`config.mk`:
```
export PLATFORM = sky130hd
export DESIGN_NAME = gam_div
export DESIGN_NICKNAME = d
export VERILOG_FILES = /design/src/rtl/gam_pkg.sv /design/src/rtl/gam_div.sv
export SDC_FILE = /design/constraint.sdc
export NUM_CORES = 1
export LEC_CHECK = 0
export ABC_AREA = 0
export BUFFER_PORTS_ARGS = -buffer_cell sky130_fd_sc_hd__buf_2
export CAP_MARGIN = 20
export CELL_PAD_IN_SITES_DETAIL_PLACEMENT = 0
export CELL_PAD_IN_SITES_GLOBAL_PLACEMENT = 1
export CORE_MARGIN = 2
export CORE_UTILIZATION = 47
export CTS_BUF_LIST = sky130_fd_sc_hd__clkbuf_16
export DETAILED_ROUTE_END_ITERATION = 6
export HOLD_SLACK_MARGIN = 0.05
export PLACE_DENSITY_LB_ADDON = 0.1
export SYNTH_ARGS = -nofsm -noshare
export SYNTH_HDL_FRONTEND = slang
export SYNTH_SLANG_ARGS = --single-unit
```
`constraint.sdc`:
```
create_clock -name i_clk -period 5.2 [get_ports i_clk]
set_input_delay 1.3 -clock i_clk [delete_from_list [all_inputs] [get_ports i_clk]]
set_output_delay 1.3 -clock i_clk [all_outputs]
set_load 0.05 [all_outputs]
```
`src/rtl/gam_pkg.sv`:
```
// ----------------------------------------------------------------------------
// gam_pkg
// Shared types, constants and helpers of the gated auto-gain mixer.
// ----------------------------------------------------------------------------
package gam_pkg;

    localparam int DEF_MAX_CHANNELS = 10;
    localparam int DEF_SAMPLE_BITS  = 24;

    // Fixed-point formats
    localparam int GAIN_FRAC = 23;
    localparam int RAMP_FRAC = 30;
    localparam int OUT_SCALE = 1020054733;   // 0.95 in Q30

    // Field widths
    localparam int CH_FIELD_W  = 4;
    localparam int SLEW_W      = 16;
    localparam int RATE_W      = 18;
    localparam int LEN_W       = 24;
    localparam int TARGET_W    = 25;
    localparam int CNT_FIELD_W = 4;
    localparam int NCOUNT_W    = 5;

    // Configuration port
    localparam int CFG_IDX_W  = 2;
    localparam int CFG_DATA_W = 18;
    localparam logic [CFG_IDX_W-1:0] REG_CHANNEL_COUNT = 2'd0;
    localparam logic [CFG_IDX_W-1:0] REG_SAMPLE_RATE   = 2'd1;
    localparam logic [CFG_IDX_W-1:0] REG_GLOBAL_SLEW   = 2'd2;

    // Request types
    localparam logic REQ_SAMPLE = 1'b0;
    localparam logic REQ_GATE   = 1'b1;

    // Divider widths: slew*rate product, ramp step over a ramp length
    localparam int DIV_A_W  = SLEW_W + RATE_W;
    localparam int DIV_B_W  = LEN_W;
    localparam int DIV_CNT_W = 6;
    localparam logic [LEN_W-1:0] LEN_MAX = '1;

    // Ramp length: floor(p/1000) = floor(floor(p/8) * LEN_RECIP / 2^LEN_RECIP_SH),
    // exact for every slew*rate product
    localparam int          LEN_RECIP_SH = 38;
    localparam logic [31:0] LEN_RECIP    = 32'd2199023256;

    // Per-channel ramp record held in the state memory
    typedef struct packed {
        logic               active;
        logic signed [31:0] gain;
        logic signed [31:0] step;
        logic [LEN_W-1:0]   len;
        logic [LEN_W-1:0]   done;
    } t_chan_rec;

    // Divider request
    typedef struct packed {
        logic               start;
        logic [DIV_A_W-1:0] dividend;
        logic [DIV_B_W-1:0] divisor;
    } t_div_req;

    // Rounded 1/n in Q23 for the open-gate count n
    function automatic logic [TARGET_W-1:0] recip_q23(input logic [NCOUNT_W-1:0] n);
        logic [TARGET_W-1:0] r;
        unique case (n)
            5'd1:    r = 25'd8388608;
            5'd2:    r = 25'd4194304;
            5'd3:    r = 25'd2796203;
            5'd4:    r = 25'd2097152;
            5'd5:    r = 25'd1677722;
            5'd6:    r = 25'd1398101;
            5'd7:    r = 25'd1198373;
            5'd8:    r = 25'd1048576;
            5'd9:    r = 25'd932068;
            5'd10:   r = 25'd838861;
            5'd11:   r = 25'd762601;
            5'd12:   r = 25'd699051;
            5'd13:   r = 25'd645278;
            5'd14:   r = 25'd599186;
            5'd15:   r = 25'd559241;
            5'd16:   r = 25'd524288;
            default: r = '0;
        endcase
        return r;
    endfunction

endpackage

```
`src/rtl/gam_div.sv`:
```
// ----------------------------------------------------------------------------
// gam_div
// Unsigned restoring divider, one quotient bit per cycle.
// ----------------------------------------------------------------------------
module gam_div (
    input  logic                         i_clk,
    input  logic                         i_rst_n,
    input  gam_pkg::t_div_req            i_req,
    output logic                         o_done,
    output logic [gam_pkg::DIV_A_W-1:0]  o_quo
);
    import gam_pkg::*;

    logic                   r_busy;
    logic                   r_done;
    logic [DIV_CNT_W-1:0]   r_cnt;
    logic [DIV_B_W-1:0]     r_rem;
    logic [DIV_B_W-1:0]     r_b;
    logic [DIV_A_W-1:0]     r_q;
    logic [DIV_B_W:0]       sh;
    logic [DIV_B_W:0]       trial;

    // Trial subtract of the shifted remainder
    assign sh    = {r_rem, r_q[DIV_A_W-1]};
    assign trial = sh - {1'b0, r_b};

    // Control
    always_ff @(posedge i_clk) begin
        if (!i_rst_n) begin
            r_busy <= 1'b0;
            r_done <= 1'b0;
            r_cnt  <= '0;
        end else begin
            r_done <= 1'b0;
            if (i_req.start) begin
                r_busy <= 1'b1;
                r_cnt  <= '0;
            end else if (r_busy) begin
                r_cnt <= r_cnt + 1'b1;
                if (r_cnt == DIV_CNT_W'(DIV_A_W - 1)) begin
                    r_busy <= 1'b0;
                    r_done <= 1'b1;
                end
            end
        end
    end

    // Datapath
    always_ff @(posedge i_clk) begin
        if (i_req.start) begin
            r_q   <= i_req.dividend;
            r_b   <= i_req.divisor;
            r_rem <= '0;
        end else if (r_busy) begin
            if (!trial[DIV_B_W]) begin
                r_rem <= trial[DIV_B_W-1:0];
                r_q   <= {r_q[DIV_A_W-2:0], 1'b1};
            end else begin
                r_rem <= sh[DIV_B_W-1:0];
                r_q   <= {r_q[DIV_A_W-2:0], 1'b0};
            end
        end
    end

    assign o_done = r_done;
    assign o_quo  = r_q;

endmodule

```
Word-level counts from Yosys, hierarchy flattened
Cells that the tools add are included.
Storage, ports and cells
  logic and storage cells: 22
  output and inout bits: 35
  bits in registers: 90
  input port bits: 61
Operators by class
  reductions and logical operators: 3
  bitwise gates (word level): 2
  muxes and demuxes: 8
  equality and inequality tests: 1
  $add $sub $neg: 2
Operators with widths (number)
  34-bit 2-to-1 mux: 2
  25-bit by 24-bit subtractor with 25-bit output: 1
  24-bit 2-to-1 mux: 1
  6-bit by 1-bit adder with 6-bit output (second input constant): 1
  6-bit equality test (second input constant): 1
  1-bit 2-to-1 mux: 5
  3-bit OR reduction: 1
  1-bit NOT: 2
  2-bit nonzero test: 1
  2-bit OR reduction: 1

Logic depth before layout (Yosys ltp)
  depth after elaboration: 4
  mapped depth: 12
  gate-level depth less buffers: 11

Worst setup path after synthesis
Ideal clock, no wire load.
  path type: register -> register
  start: register r_q[33], in the netlist o_quo[33]
  end: register r_rem[19]
  stages on the path, launching flop included: 12
  period minus slack after synthesis: 3.315 ns
  setup slack: 1.885 ns
  arrival: 3.224 ns
  library setup time: 0.091 ns
  buffers on the path: 0
  data required time: 5.109 ns
  cell sequence: edfxtp_1 inv_1 ha_1 fa_1 nand2b_1 a21o_1 a211o_2 o211ai_4 a2111o_1 a21oi_2 or4b_1 a311oi_1
Between the ends
  longest elaborated chain between the ends: 2
Ends and longest elaborated chain
  start: declaration: RTL line gam_div.sv:19  | logic [DIV_A_W-1:0] r_q;
  start signal: assignment: RTL line gam_div.sv:51  | r_q <= i_req.dividend;
  start signal: assignment: RTL line gam_div.sv:57  | r_q <= {r_q[DIV_A_W-2:0], 1'b1};
  start signal: assignment: RTL line gam_div.sv:60  | r_q <= {r_q[DIV_A_W-2:0], 1'b0};
  25-bit by 24-bit subtractor with 25-bit output: RTL line gam_div.sv:25  | assign trial = sh - {1'b0, r_b};
  24-bit 2-to-1 mux: RTL line gam_div.sv:55  | if (!trial[DIV_B_W]) begin
  end signal: assignment: RTL line gam_div.sv:56  | r_rem <= trial[DIV_B_W-1:0];
  end signal: assignment: RTL line gam_div.sv:59  | r_rem <= sh[DIV_B_W-1:0];
  end: declaration: RTL line gam_div.sv:17  | logic [DIV_B_W-1:0] r_rem;
Every way passes these cells.
A chain may end at the register's enable or synchronous reset.

Worst setup path in the final report
  start: register r_q[33], in the netlist o_quo[33]
  end: register r_rem[7]
The elaborated chain is that of the path after synthesis.

==> impl_metrics.py <==
metrics = {
    "floorplanning": {
        "number_of_placement_rows": 37,
        "die-height_um": 108,
        "fp.dieArea_mm2": 0.0116,
        "core_area_mm2": 0.0104,
        "die_x_um": 108,
        "design.portCount": 96,
        "initial_utilization": 0.488,
    },
    "yosys": {
        "ys_seq_elements": 90,
        "syn-cell-area_mm2": 0.00506,
        "yosys-top-cells-area": "sky130_fd_sc_hd__edfxtp_1 34%, sky130_fd_sc_hd__dfxtp_1 13%, sky130_fd_sc_hd__mux2_2 7.3%",
        "syn_area_per_cell_um2": 10.5,
        "library_cell_with_the_largest_summed_area_after_synthesis": "sky130_fd_sc_hd__edfxtp_1",
        "yosys-top-cells-count": "58 x sky130_fd_sc_hd__edfxtp_1, 43 x sky130_fd_sc_hd__nor2_1, 36 x sky130_fd_sc_hd__inv_1, 36 x sky130_fd_sc_hd__o21ai_0, 33 x sky130_fd_sc_hd__mux2_2",
        "synth_top_cell_area_share": 0.344,
        "synth-compound-area-share": 0.177,
        "synthSimpleGateAreaFrac": 0.129,
        "synth_cell_type_count": 60,
        "synthesis.nets": 572,
        "postSynthCellCount": 484,
        "synth_enable_flop_cells": 58,
        "synthArstFlopShare": 0,
        "ys_seq_area_frac": 0.470,
        "synthesis.yosys.warnings": 0,
        "synthXorXnorAreaFrac": 0.0346,
        "yosys.cell_count.top_type": "sky130_fd_sc_hd__edfxtp_1",
        "muxShareOfSynthArea": 0.0754,
        "synth_ff_type": "sky130_fd_sc_hd__edfxtp_1",
        "synthAdderAreaFrac": 0.0682,
        "synth_top_family_by_area": "compound AO/OA/AOI/OAI gates",
    },
    "sta": {
        "layout_skew_ns": 0.00802,
        "postLayoutSetupSlackWorst_ns": 1.47,
        "timing.final.crit_period_ns": 3.73,
        "timing.final.max_slew_violations": 0,
        "worstMarginPinSlew_ns": 1.07,
        "hold_slack_ns": 0.505,
        "final-setup-viol-count": 0,
        "setup_repair_after_global_routing_missed_its_margin": "false",
        "worst_slew_margin_rel": 0.285,
        "fmax_mhz": 268,
        "finalHoldViolations": 0,
        "fin_tns_setup_ns": 0,
        "final.period_utilization": 0.717,
    },
    "placed_design": {
        "buffer_ports.inserted": 95,
        "placer_congestion": 0.860,
        "post_place_instance_area_mm2": 0.00565,
        "place_inst": 697,
        "pre_cts_ws_ns": 1.46,
        "detailed_place_hpwl_um": 8130,
    },
    "run": {
        "max_cap_viol_count": 0,
    },
    "critical_path": {
        "kind_of_capture_point_of_the_worst_setup_path": "flip-flop",
        "path_cells": "inv_1 -> ha_1 -> fa_1 -> nand2b_1 -> a21o_1 -> a211o_2 -> o211ai_4 -> a2111oi_4 -> o21ai_2 -> nand2_1 -> a2111oi_0",
        "crit_arrival_ns": 3.92,
        "cp.required_ns": 5.40,
        "cp_max_fo": 17,
        "crit_slowest_cell": "sky130_fd_sc_hd__o21ai_2",
        "worstSetupStartpointType": "flip-flop",
        "critical_path.max_stage_delay_ns": 0.63,
        "worst-setup-path-type": "reg -> reg",
    },
    "worst_hold_path": {
        "hold_path.class": "reg -> reg",
    },
    "global_routing": {
        "grt_remaining_overflow": 0,
        "grt_pass1_vias": 3834,
        "groute.usage.overall": 0.204,
        "grt_pass1_wl_um": 18600,
        "grt_start_max_net_pins": 63,
        "antenna_found_initial": 0,
    },
    "power": {
        "static-leakage-power_nw": 2.48,
        "worst_ir_drop_vdd_v": 0.000248,
        "powerDensity_mw_per_mm2": 340,
        "post-layout-total-power_mw": 2.02,
    },
    "layout": {
        "fin_cells": 713,
        "syn_to_final_growth_pct": 17.1,
        "antennaDiodeCount": 0,
        "fillers": 928,
        "num-nets-final": 660,
        "post_route_cells_drive_above_1_share": 0.267,
        "finalInstanceArea_mm2": 0.00593,
        "utilization": 0.572,
    },
    "cts": {
        "tritoncts.num_buffers": 9,
        "buffer_type_at_the_clock_tree_root": "sky130_fd_sc_hd__clkbuf_16",
        "post_cts_resized": 0,
        "cts_max_path_buffers": 2,
        "htree_levels": 3,
        "post-cts-setup-buffers": 0,
        "cts_tree": "done",
        "clock_network_latency_to_the_later_pin_of_the_worst_skew_pair_ns": 0.35,
        "postCtsHoldBufs": 0,
        "clk_transition_reported_paths_ns": 0.06,
        "numClockSinks": 90,
    },
    "routing": {
        "ant_nets": 0,
        "first_pass_iters": 5,
        "dr.first_iter.drc_count": 240,
        "drt-vias-per-instance": 5.60,
        "route.detailed.drc": 0,
        "drt-wirelength-per-cell_um": 16.1,
        "postRouteWirelength_um": 11400,
        "vias": 3991,
    },
    "run_status": {
        "outcome": "complete, no violations",
    },
}
-- flip-flops by register name (all words and copies together) (netlist names) --
signal	count
o_quo	34
r_b	24
r_rem	24
r_cnt	6
o_done	1
r_busy	1
-- final timing paths --
| path | start | to | slack, ns | cells past startpoint |
|---|---|---|---|---|
| setup / recovery | o_quo[33] | r_rem[7] | 1.47 | 11 |
| hold / removal | r_rem[5] | r_rem[5] | 0.51 | 2 |
| setup reg to reg | o_quo[33] | r_rem[7] | 1.47 | 11 |
| hold reg to reg | r_rem[5] | r_rem[5] | 0.51 | 2 |
-- where the power goes --
group          switching (mW)  internal, mW  leakage (nW)
Combinational           0.326         0.185          1.49
Sequential             0.0368         0.832         0.840
Clock                   0.271         0.367         0.144
-- routing by layer --
layer | up-vias | GRT usage | routed length, um
met1 | 1915 | 0.266 | 5260
met5 | - | 0 | 0
met4 | 0 | 0.0440 | 79
li1 | 1992 | - | -
met3 | 6 | 0.0545 | 507
met2 | 78 | 0.341 | 5600
-- kinds of logic (layout without fill, tap and decap cells) --
kind of cell / after synthesis / count (layout)
muxes: 34 / 34
and+or+nand+nor: 129 / 129
DFF: 90 / 90
adders and majority gates: 27 / 27
AOI/OAI and AO/OA: 126 / 126
buffers and inverters: 58 / 151
xor gates and xnor gates: 20 / 20
-- critical path: cells and delay by family, from the launching register on --
family,cells,cell delay [ns]
AOI/OAI and AO/OA,6,2.07
adders and majority gates,2,0.60
buffers and inverters,1,0.07
DFF,1,0.34
and+or+nand+nor,2,0.50
-- cells in the final DEF (no fill, tap or decap), types with 3 or more instances in the layout --
cell type and n:
sky130_fd_sc_hd__ha_1 26, sky130_fd_sc_hd__and4_1 3, sky130_fd_sc_hd__nor2_1 43, sky130_fd_sc_hd__nor3_1 7, sky130_fd_sc_hd__a211oi_1 6, sky130_fd_sc_hd__nand2b_1 5, sky130_fd_sc_hd__clkbuf_16 9, sky130_fd_sc_hd__inv_1 38
sky130_fd_sc_hd__o21a_1 6, sky130_fd_sc_hd__o21ai_0 36, sky130_fd_sc_hd__and2_1 3, sky130_fd_sc_hd__nor2b_1 3, sky130_fd_sc_hd__nand3_1 20, sky130_fd_sc_hd__nand4_1 4, sky130_fd_sc_hd__buf_4 5, sky130_fd_sc_hd__a21oi_1 20
sky130_fd_sc_hd__nor4_1 4, sky130_fd_sc_hd__o211ai_1 4, sky130_fd_sc_hd__a311oi_1 17, sky130_fd_sc_hd__xnor2_1 14, sky130_fd_sc_hd__or3_1 3, sky130_fd_sc_hd__a2111oi_0 3, sky130_fd_sc_hd__edfxtp_1 58, sky130_fd_sc_hd__xor2_1 6
sky130_fd_sc_hd__a21o_1 10, sky130_fd_sc_hd__nand2_1 17, sky130_fd_sc_hd__and3_1 7, sky130_fd_sc_hd__buf_2 94, sky130_fd_sc_hd__dfxtp_1 32, sky130_fd_sc_hd__mux2_2 33
-- layout make-up --
class | instances | area [um2] | area share
Multi-Input combinational cell | 336 | 2450 | 0.413
Sequential cell | 90 | 2380 | 0.402
Timing Repair Buffer | 99 | 508 | 0.0856
Clock buffer | 9 | 225 | 0.0380
Tap cell | 136 | 170 | 0.0287
Inverter | 36 | 135 | 0.0228
Clock inverter | 7 | 61.3 | 0.0103
Power figures use the tool's default switching activity.
